--- src/rtl/bnces_ram.sv ---
// ---------------------------------------------------------------------------
// bnces_ram
// Generic single write, single read RAM with registered read data.
// ---------------------------------------------------------------------------
module bnces_ram #(
  parameter int WIDTH = 8,
  parameter int DEPTH = 16
) (
  input  logic                     clk,
  input  logic                     we,
  input  logic [$clog2(DEPTH)-1:0] waddr,
  input  logic [WIDTH-1:0]         wdata,
  input  logic [$clog2(DEPTH)-1:0] raddr,
  output logic [WIDTH-1:0]         rdata
);

  logic [WIDTH-1:0] mem [DEPTH];

  always_ff @(posedge clk) begin
    if (we) begin
      mem[waddr] <= wdata;
    end
    rdata <= mem[raddr];
  end

endmodule

--- config.mk ---
export PLATFORM = sky130hd
export DESIGN_NAME = bnces_ram
export DESIGN_NICKNAME = d
export VERILOG_FILES = /design/src/rtl/bnces_ram.sv
export SDC_FILE = /design/constraint.sdc
export NUM_CORES = 1
export LEC_CHECK = 0
export ABC_AREA = 1
export BUFFER_PORTS_ARGS = -buffer_cell sky130_fd_sc_hd__clkbuf_2
export CORE_MARGIN = 1
export CORE_UTILIZATION = 68
export CTS_BUF_LIST = sky130_fd_sc_hd__clkbuf_8
export CTS_CLUSTER_DIAMETER = 30
export DETAILED_ROUTE_END_ITERATION = 10
export GPL_TIMING_DRIVEN = 1
export PLACE_DENSITY = 0.94
export SYNTH_ARGS = -nofsm -noshare
export SYNTH_HDL_FRONTEND = slang
export SYNTH_SLANG_ARGS = --single-unit
export TNS_END_PERCENT = 100
--- constraint.sdc ---
create_clock -name clk -period 1.45 [get_ports clk]
set_input_delay 0 -clock clk [delete_from_list [all_inputs] [get_ports clk]]
set_output_delay 0 -clock clk [all_outputs]
set_load 0.1 [all_outputs]
# After elaboration in Yosys (flattened, before gate mapping)
# Memory sizes are Yosys's and may differ from the RTL's. A register that Yosys moved wholly into a read port is not among the register bits.
# Cells that the tools add are included.
# Widths: inputs -> output; s select.
[totals] register_bits=0 latch_bits=0 ramBits=128 romBits=0 output_inout_bits=8 memories=1
[op_classes] add_sub_neg=0 n_mul=0 div=0 magnitude_cmp=0 n_eq_ne=0 n_shift=0 n_mux=2 n_bitwise=0 reduce_logical=0
[mem_list] name="mem" words=16 width=8 read_ports=1 rd_ports_with_merged_regs=1 write_ports=1 line_no="17" source="logic [WIDTH-1:0] mem [DEPTH];"
[op_table] cell="$mux 1" count=2

# Logic depth before layout (Yosys ltp)
# Gate-level depths: netlist of the first run.
[depth] word_depth=2 depth_mapped=8 depth_no_buf=7

# Least setup slack after synthesis of the first run
# Ideal clock, no wire load.
[synth_path] kind="input to register" start="input waddr[2]" end="memory mem[10][0], enable pin" setup_ns=0.370 arrival_time_ns=0.581 path_slack_ns=0.499 stages=2 path_cell_list="nand3b_1 -> nor2_1"
[synth_lines] item="from (decl)" line_no="11" source="input logic [$clog2(DEPTH)-1:0] waddr,"
[synth_lines] item="to (decl)" line_no="17"
# Straight into the memory's write port.

# Worst setup path after layout of the first run
[layout_path] start="register rdata[2] (read register of mem)" end="output rdata[2]"
[layout_lines] item="from (decl)" line_no="14" source="output logic [WIDTH-1:0] rdata"
# No word-level cell between the ends.

==> reports/qor.txt, run 1 <==
Synth area leaders: edfxtp_1 (67%), nand2_1 (11%), nand3_1 (8.4%), inv_1 (6.5%), dfxtp_1 (2.8%)
drt drc: 0
worst-path cell chain: clkbuf_2
Horiz. Die Dim: 94.1 um
vias in the first global route: 4,116
Min-Delay Endpoint: mem[8][7]$_DFFE_PP_
first-pass GRT wire length: 20,700 um
share of cells above drive strength 1: 13.0%
Worst setup EP type: primary output
worst hold slack: 0.0579 ns
Starting Density: 70.2%
syn_area_per_cell: 10.5 um^2
Post-Layout Cell Count: 712
Max Slew Vio Count: 0
Startpoint Class: register
fin crit period: 1.26 ns
count leader, synth: nand2_1
core footprint: 8220 um^2
vias per inst: 5.85
worst r2r dst: rdata[7]$_DFF_P_
Slew @ Worst Pin: 0.635 ns
num rows: 33
number of synthesized register bits: 136
Final #Nets: 612
Critical Path AT: 1.26 ns
post-CTS setup-driven buffer insertion count: 0
input/output buffers: 25
Antenna Cells: 0
Mapped Cells: 551
CP bufs+invs: 1
Largest stage delay, worst path: 0.47 ns
CTS Buf Count: 17
HPWL after DPL: 8080 um
worst skew pair latency: 0.44 ns
CTS clk-pin slew, worst paths: 0.08 ns
via count: 4,162
largest net degree at the start of global routing: 65
R2R cell count: 6
FFs w/ async S/R, synth: 0%
share of Yosys cell area claimed by the top area cell type: 66.7%
CP top delay family: buffers and inverters
Post-synth EDFFs: 128
reg2reg start: mem[5][7]$_DFFE_PP_
area grow syn2layout: 12.4%
GRT overflow: 0
Post-synth top cells: nand2_1 (173), edfxtp_1 (128), inv_1 (100), nand3_1 (97), nor2_1 (17)
worst hold path type: in -> reg
TritonRoute pass-1 iters: 7
Syn Nets: 569
sequential-to-total area share from yosys stat: 69.4%
YS warnings: 0
Synth Flop Type: edfxtp_1
Finished Cell Area: 6480 um^2
Slew HR: 57.6%
cell count of the worst hold path: 1
CTS sink cnt: 136
CP Class: reg -> out
Setup violations, final: 0
Top Ports: 26
wire length per cell: 19.0 um
Req. time, crit path: 1.45 ns
Clock Path Buffers: 2
Placed Area: 6060 um^2
CTS tree: built
Total GRT Usage: 33.6%
setup slack, reg-to-reg: 0.36 ns
Iteration-0 DRC Markers: 676
CP Launch Point: rdata[2]$_DFF_P_
DP Cell Count: 679
Peak Freq: 792 MHz
H-Tree Depth: 4
Clock Skew: 0.00876 ns
Worst IR Drop VDD: 0.917 mV
RD Place Congestion: 0.870
FILL cells: 460
initial antenna violation count: 0
top fanout value on the critical path: 1
Root Buffer: clkbuf_8
Sum Neg Setup Slack: 0 ns
final WL: 13,500 um
PwrDens: 1290 nW/um^2
status: finished, final reports clean
Antenna Violating Nets Remaining: 0
RSZ-0062 raised after global routing: no
period utilization: 87.1%
Pleak: 2.85 nW
CP max stage cell: clkbuf_2
area leader, netlist: edfxtp_1
post-synth cell types: 12
Die ar.: 8850 um^2
post_cts resized: 0
Max-Cap Viols: 0
Hold Crit Start: wdata[7]
die height: 94.1 um
final hold violation count: 0
mapped cell area: 5770 um^2
[per-layer routing]
layer / GRT usage, % / vias up / share of wire (%)
li1: - / 1860 / -
met1: 41.2 / 1888 / 34
met2: 53.6 / 337 / 48
met3: 7.36 / 77 / 12
met4: 22.4 / 0 / 6.4
met5: 0 / - / 0
[how the worst max path moves through the flow]
| stage | cells past startpoint | endpoint | slack [ns] |
|---|---|---|---|
| after floorplan | 2 | mem[10][0]$_DFFE_PP_ | 0.50 |
| after global placement | 8 | rdata[1]$_DFF_P_ | 0.31 |
| after detailed placement | 8 | rdata[7]$_DFF_P_ | 0.27 |
| after CTS | 1 | rdata[2] | 0.19 |
| after global routing | 1 | rdata[2] | 0.18 |
| final | 1 | rdata[2] | 0.19 |
[flip-flops by register name (all words and copies together) (netlist names)]
name   cells
rdata      8
mem      128
[power breakdown]
part	internal, W	total [W]	leakage (nW)	switching (W)
Sequential	0.00439	0.00442	1.22	0.0000310
Clock	0.00170	0.00319	0.194	0.00149
Combinational	0.000164	0.000740	1.43	0.000575
Total	0.00625	0.00835	2.85	0.00209
[final cells by class]
cell class,count,area (um^2),share of cell area (%)
sequential,136,4000,61.8
clock inverter,15,176,2.72
tap,105,131,2.03
timing repair buffer,48,338,5.21
multi-input combinational,289,1210,18.7
inverter,102,383,5.91
clock buffer,17,234,3.61
[what timing repair did]
action                                 in CTS  in global routing
setup endpoints to repair                   0                  0
hold buffers                                1                  0
endpoints found under the hold margin       8                  0
[stage by stage]
stage | worst slack (ns) | power (W) | utilization [%]
CTS | 0.195 | 0.00833 | 78.9
floorplan | 0.499 | 0.00499 | -
global placement | 0.311 | 0.00519 | 73.7
detailed placement | 0.266 | 0.00522 | 73.7
global route | 0.183 | 0.00855 | 78.9
finish | 0.188 | 0.00835 | 78.9
[logic make-up after synthesis]
group	Yosys count	synth area share (%)
AND/OR/NAND/NOR	289	21.0
buffers and inverters	126	9.52
flip-flops	136	69.4
[cells in the final DEF, fill, tap and decap left out]
master,synthesis,layout
bufinv_16,0,3
inv_1,100,100
inv_2,2,2
clkbuf_8,0,17
dlygate4sd3_1,0,1
nand3_1,97,97
clkinvlp_4,0,4
edfxtp_1,128,128
buf_4,4,19
inv_6,0,2
clkbuf_2,0,25
nor2_1,17,17
clkinv_4,0,3
clkinv_2,0,1
nand2_1,173,173
buf_12,0,3
nand3b_1,2,2
clkinv_1,0,2
dfxtp_1,8,8
No activity file was read; power rests on OpenSTA's default activity.
==> inputs of run 2 (changes only) <==
ABC_AREA = 0   (was 1)
==> reports/qor.txt, run 2 <==
status: finished, final reports clean (unchanged)
Mapped Cells: 229 (was 551)
post-synth cell types: 19 (was 12)
syn_area_per_cell: 22.5 um^2 (was 10.5 um^2)
Slew HR: 63.9% (was 57.6%)
die height: 89.0 um (was 94.1 um)
Starting Density: 70.6% (was 70.2%)
Peak Freq: 709 MHz (was 792 MHz)
vias per inst: 6.33 (was 5.85)
Setup violations, final: 0 (unchanged)
Top Ports: 26 (unchanged)
share of Yosys cell area claimed by the top area cell type: 74.7% (was 66.7%)
Worst IR Drop VDD: 0.818 mV (was 0.917 mV)
Hold Crit Start: wdata[4] (was wdata[7])
Total GRT Usage: 28.8% (was 33.6%)
Iteration-0 DRC Markers: 193 (was 676)
H-Tree Depth: 4 (unchanged)
Power Total: 0.00799 W (was 0.00835 W)
final WL: 10,100 um (was 13,500 um)
YS warnings: 0 (unchanged)
RD Place Congestion: 0.737 (was 0.870)
Req. time, crit path: 1.76 ns (was 1.45 ns)
share of cells above drive strength 1: 32.6% (was 13.0%)
CP Launch Point: mem[7][3]$_DFFE_PP_ (was rdata[2]$_DFF_P_)
Synth Flop Type: edfxtp_1 (unchanged)
GRT overflow: 0 (unchanged)
Max Slew Vio Count: 0 (unchanged)
RSZ-0062 raised after global routing: no (unchanged)
number of synthesized register bits: 136 (unchanged)
via count: 2,533 (was 4,162)
PwrDens: 1350 nW/um^2 (was 1290 nW/um^2)
worst skew pair latency: 0.43 ns (was 0.44 ns)
top flop regs: mem (128), rdata (8) (unchanged)
Root Buffer: clkbuf_8 (unchanged)
Startpoint Class: register (unchanged)
initial antenna violation count: 0 (unchanged)
CTS tree: built (unchanged)
HPWL after DPL: 6150 um (was 8080 um)
Pleak: 2.03 nW (was 2.85 nW)
CTS Buf Count: 17 (unchanged)
mapped cell area: 5150 um^2 (was 5770 um^2)
input/output buffers: 25 (unchanged)
drt drc: 0 (unchanged)
largest net degree at the start of global routing: 33 (was 65)
Synth area leaders: edfxtp_1 (75%), mux4_2 (7.9%), mux4_1 (7.1%), dfxtp_1 (3.1%), a22oi_1 (2.3%) (was edfxtp_1 (67%), nand2_1 (11%), nand3_1 (8.4%), inv_1 (6.5%), dfxtp_1 (2.8%))
post-CTS setup-driven buffer insertion count: 0 (unchanged)
sequential-to-total area share from yosys stat: 77.8% (was 69.4%)
area leader, netlist: edfxtp_1 (unchanged)
area grow syn2layout: 15.0% (was 12.4%)
CTS clk-pin slew, worst paths: 0.08 ns (about the same)
Horiz. Die Dim: 89.0 um (was 94.1 um)
Sum Neg Setup Slack: 0 ns (unchanged)
most frequent cells in the layout: edfxtp_1 (128), clkbuf_2 (25), buf_4 (20) (was nand2_1 (173), edfxtp_1 (128), inv_1 (100))
FFs w/ async S/R, synth: 0% (unchanged)
CP max stage cell: mux4_2 (was clkbuf_2)
period utilization: 97.3% (was 87.1%)
most flop-heavy register: mem (unchanged)
Worst setup EP type: register (was primary output)
worst hold slack: 0.0153 ns (was 0.0579 ns)
Post-synth top cells: edfxtp_1 (128), mux4_2 (18), a22oi_1 (16), mux4_1 (14), nor2_1 (13) (was nand2_1 (173), edfxtp_1 (128), inv_1 (100), nand3_1 (97), nor2_1 (17))
Slew @ Worst Pin: 0.544 ns (was 0.635 ns)
reg2reg start: mem[7][3]$_DFFE_PP_ (was mem[5][7]$_DFFE_PP_)
Syn Nets: 247 (was 569)
core footprint: 7290 um^2 (was 8220 um^2)
Antenna Violating Nets Remaining: 0 (unchanged)
count leader, synth: edfxtp_1 (was nand2_1)
CP top delay family: multiplexers (was buffers and inverters)
CP Class: reg -> reg (was reg -> out)
CP bufs+invs: 0 (was 1)
Setup WS pre-CTS: 0.0249 ns (was 0.266 ns)
fin crit period: 1.41 ns (was 1.26 ns)
worst hold path type: in -> reg (unchanged)
num rows: 31 (was 33)
setup slack, reg-to-reg: 0.04 ns (was 0.36 ns)
Final #Nets: 306 (was 612)
Clock Path Buffers: 2 (unchanged)
worst setup margin: 0.0389 ns (was 0.188 ns)
Largest stage delay, worst path: 0.54 ns (was 0.47 ns)
first-pass GRT wire length: 14,700 um (was 20,700 um)
Antenna Cells: 0 (unchanged)
Util after Layout: 81.2% (was 78.9%)
worst-path cell chain: mux4_2 > a22oi_1 > nand2_1 (was clkbuf_2)
Critical Path AT: 1.72 ns (was 1.26 ns)
wire length per cell: 25.3 um (was 19.0 um)
Post-synth EDFFs: 128 (unchanged)
vias in the first global route: 2,491 (was 4,116)
number of flip-flops in the largest register: 128 (unchanged)
final hold violation count: 0 (unchanged)
Die ar.: 7920 um^2 (was 8850 um^2)
Clock Skew: 0.0107 ns (was 0.00876 ns)
TritonRoute pass-1 iters: 4 (was 7)
Max-Cap Viols: 0 (unchanged)
top fanout value on the critical path: 1 (unchanged)
CTS sink cnt: 136 (unchanged)
leading cell type in the layout, fill and taps excluded: edfxtp_1 (was nand2_1)
==> run 2: final timing paths <==
path                         endpoint  cells past startpoint
hold / removal    mem[0][4]$_DFFE_PP_                      1
setup reg to reg     rdata[3]$_DFF_P_                      3
hold reg to reg      rdata[2]$_DFF_P_                      3
setup / recovery     rdata[3]$_DFF_P_                      3
==> run 2: per-stage QoR <==
stage	cells	instance area, um^2
finish	400	5920
CTS	400	5930
global placement	365	5510
detailed placement	365	5510
global route	400	5920
floorplan	229	5150
==> run 2: repair_timing <==
item                                   in CTS  in global routing
gates resized for setup                     0                  1
setup endpoints to repair                   0                  1
endpoints found under the hold margin      48                  0
hold buffers                                3                  0
==> run 2: where the power goes <==
part           switching [W]  internal [W]  total [W]  leakage [nW]
Sequential         0.0000336       0.00439    0.00442          1.22
Clock                0.00143       0.00154    0.00297         0.196
Combinational       0.000415      0.000187   0.000601         0.609
Total                0.00188       0.00611    0.00799          2.03
==> run 2: kinds of logic (layout without fill, tap and decap cells) <==
family | after synthesis | after routing | synth area share [%]
compound gates | 16 | 16 | 2.33
buf+inv | 10 | 82 | 1.68
flops | 136 | 136 | 77.8
mux | 32 | 32 | 15.0
simple gates | 35 | 35 | 3.18
==> run 2: area by class of cell <==
type                    count  area (um^2)
fillers                   354         1370
well taps                  99          124
clock inverters            15          156
repair buffers             50          345
clock buffers              17          234
flip-flops and latches    136         4000
multi-input cells          83         1060
==> run 2: worst reg2reg max path, stage by stage, from the launching register on <==
cell and delay (ns):
edfxtp_1 0.43, mux4_2 0.54, a22oi_1 0.21, nand2_1 0.12
==> run 2: per-layer routing <==
| layer | track usage (%) | up-vias | part of all wire (%) |
|---|---|---|---|
| li1 | - | 1091 | - |
| met1 | 37.6 | 1289 | 37 |
| met2 | 46.7 | 134 | 52 |
| met3 | 7.20 | 19 | 8.5 |
| met4 | 13.7 | 0 | 2.5 |
| met5 | 0 | - | 0 |
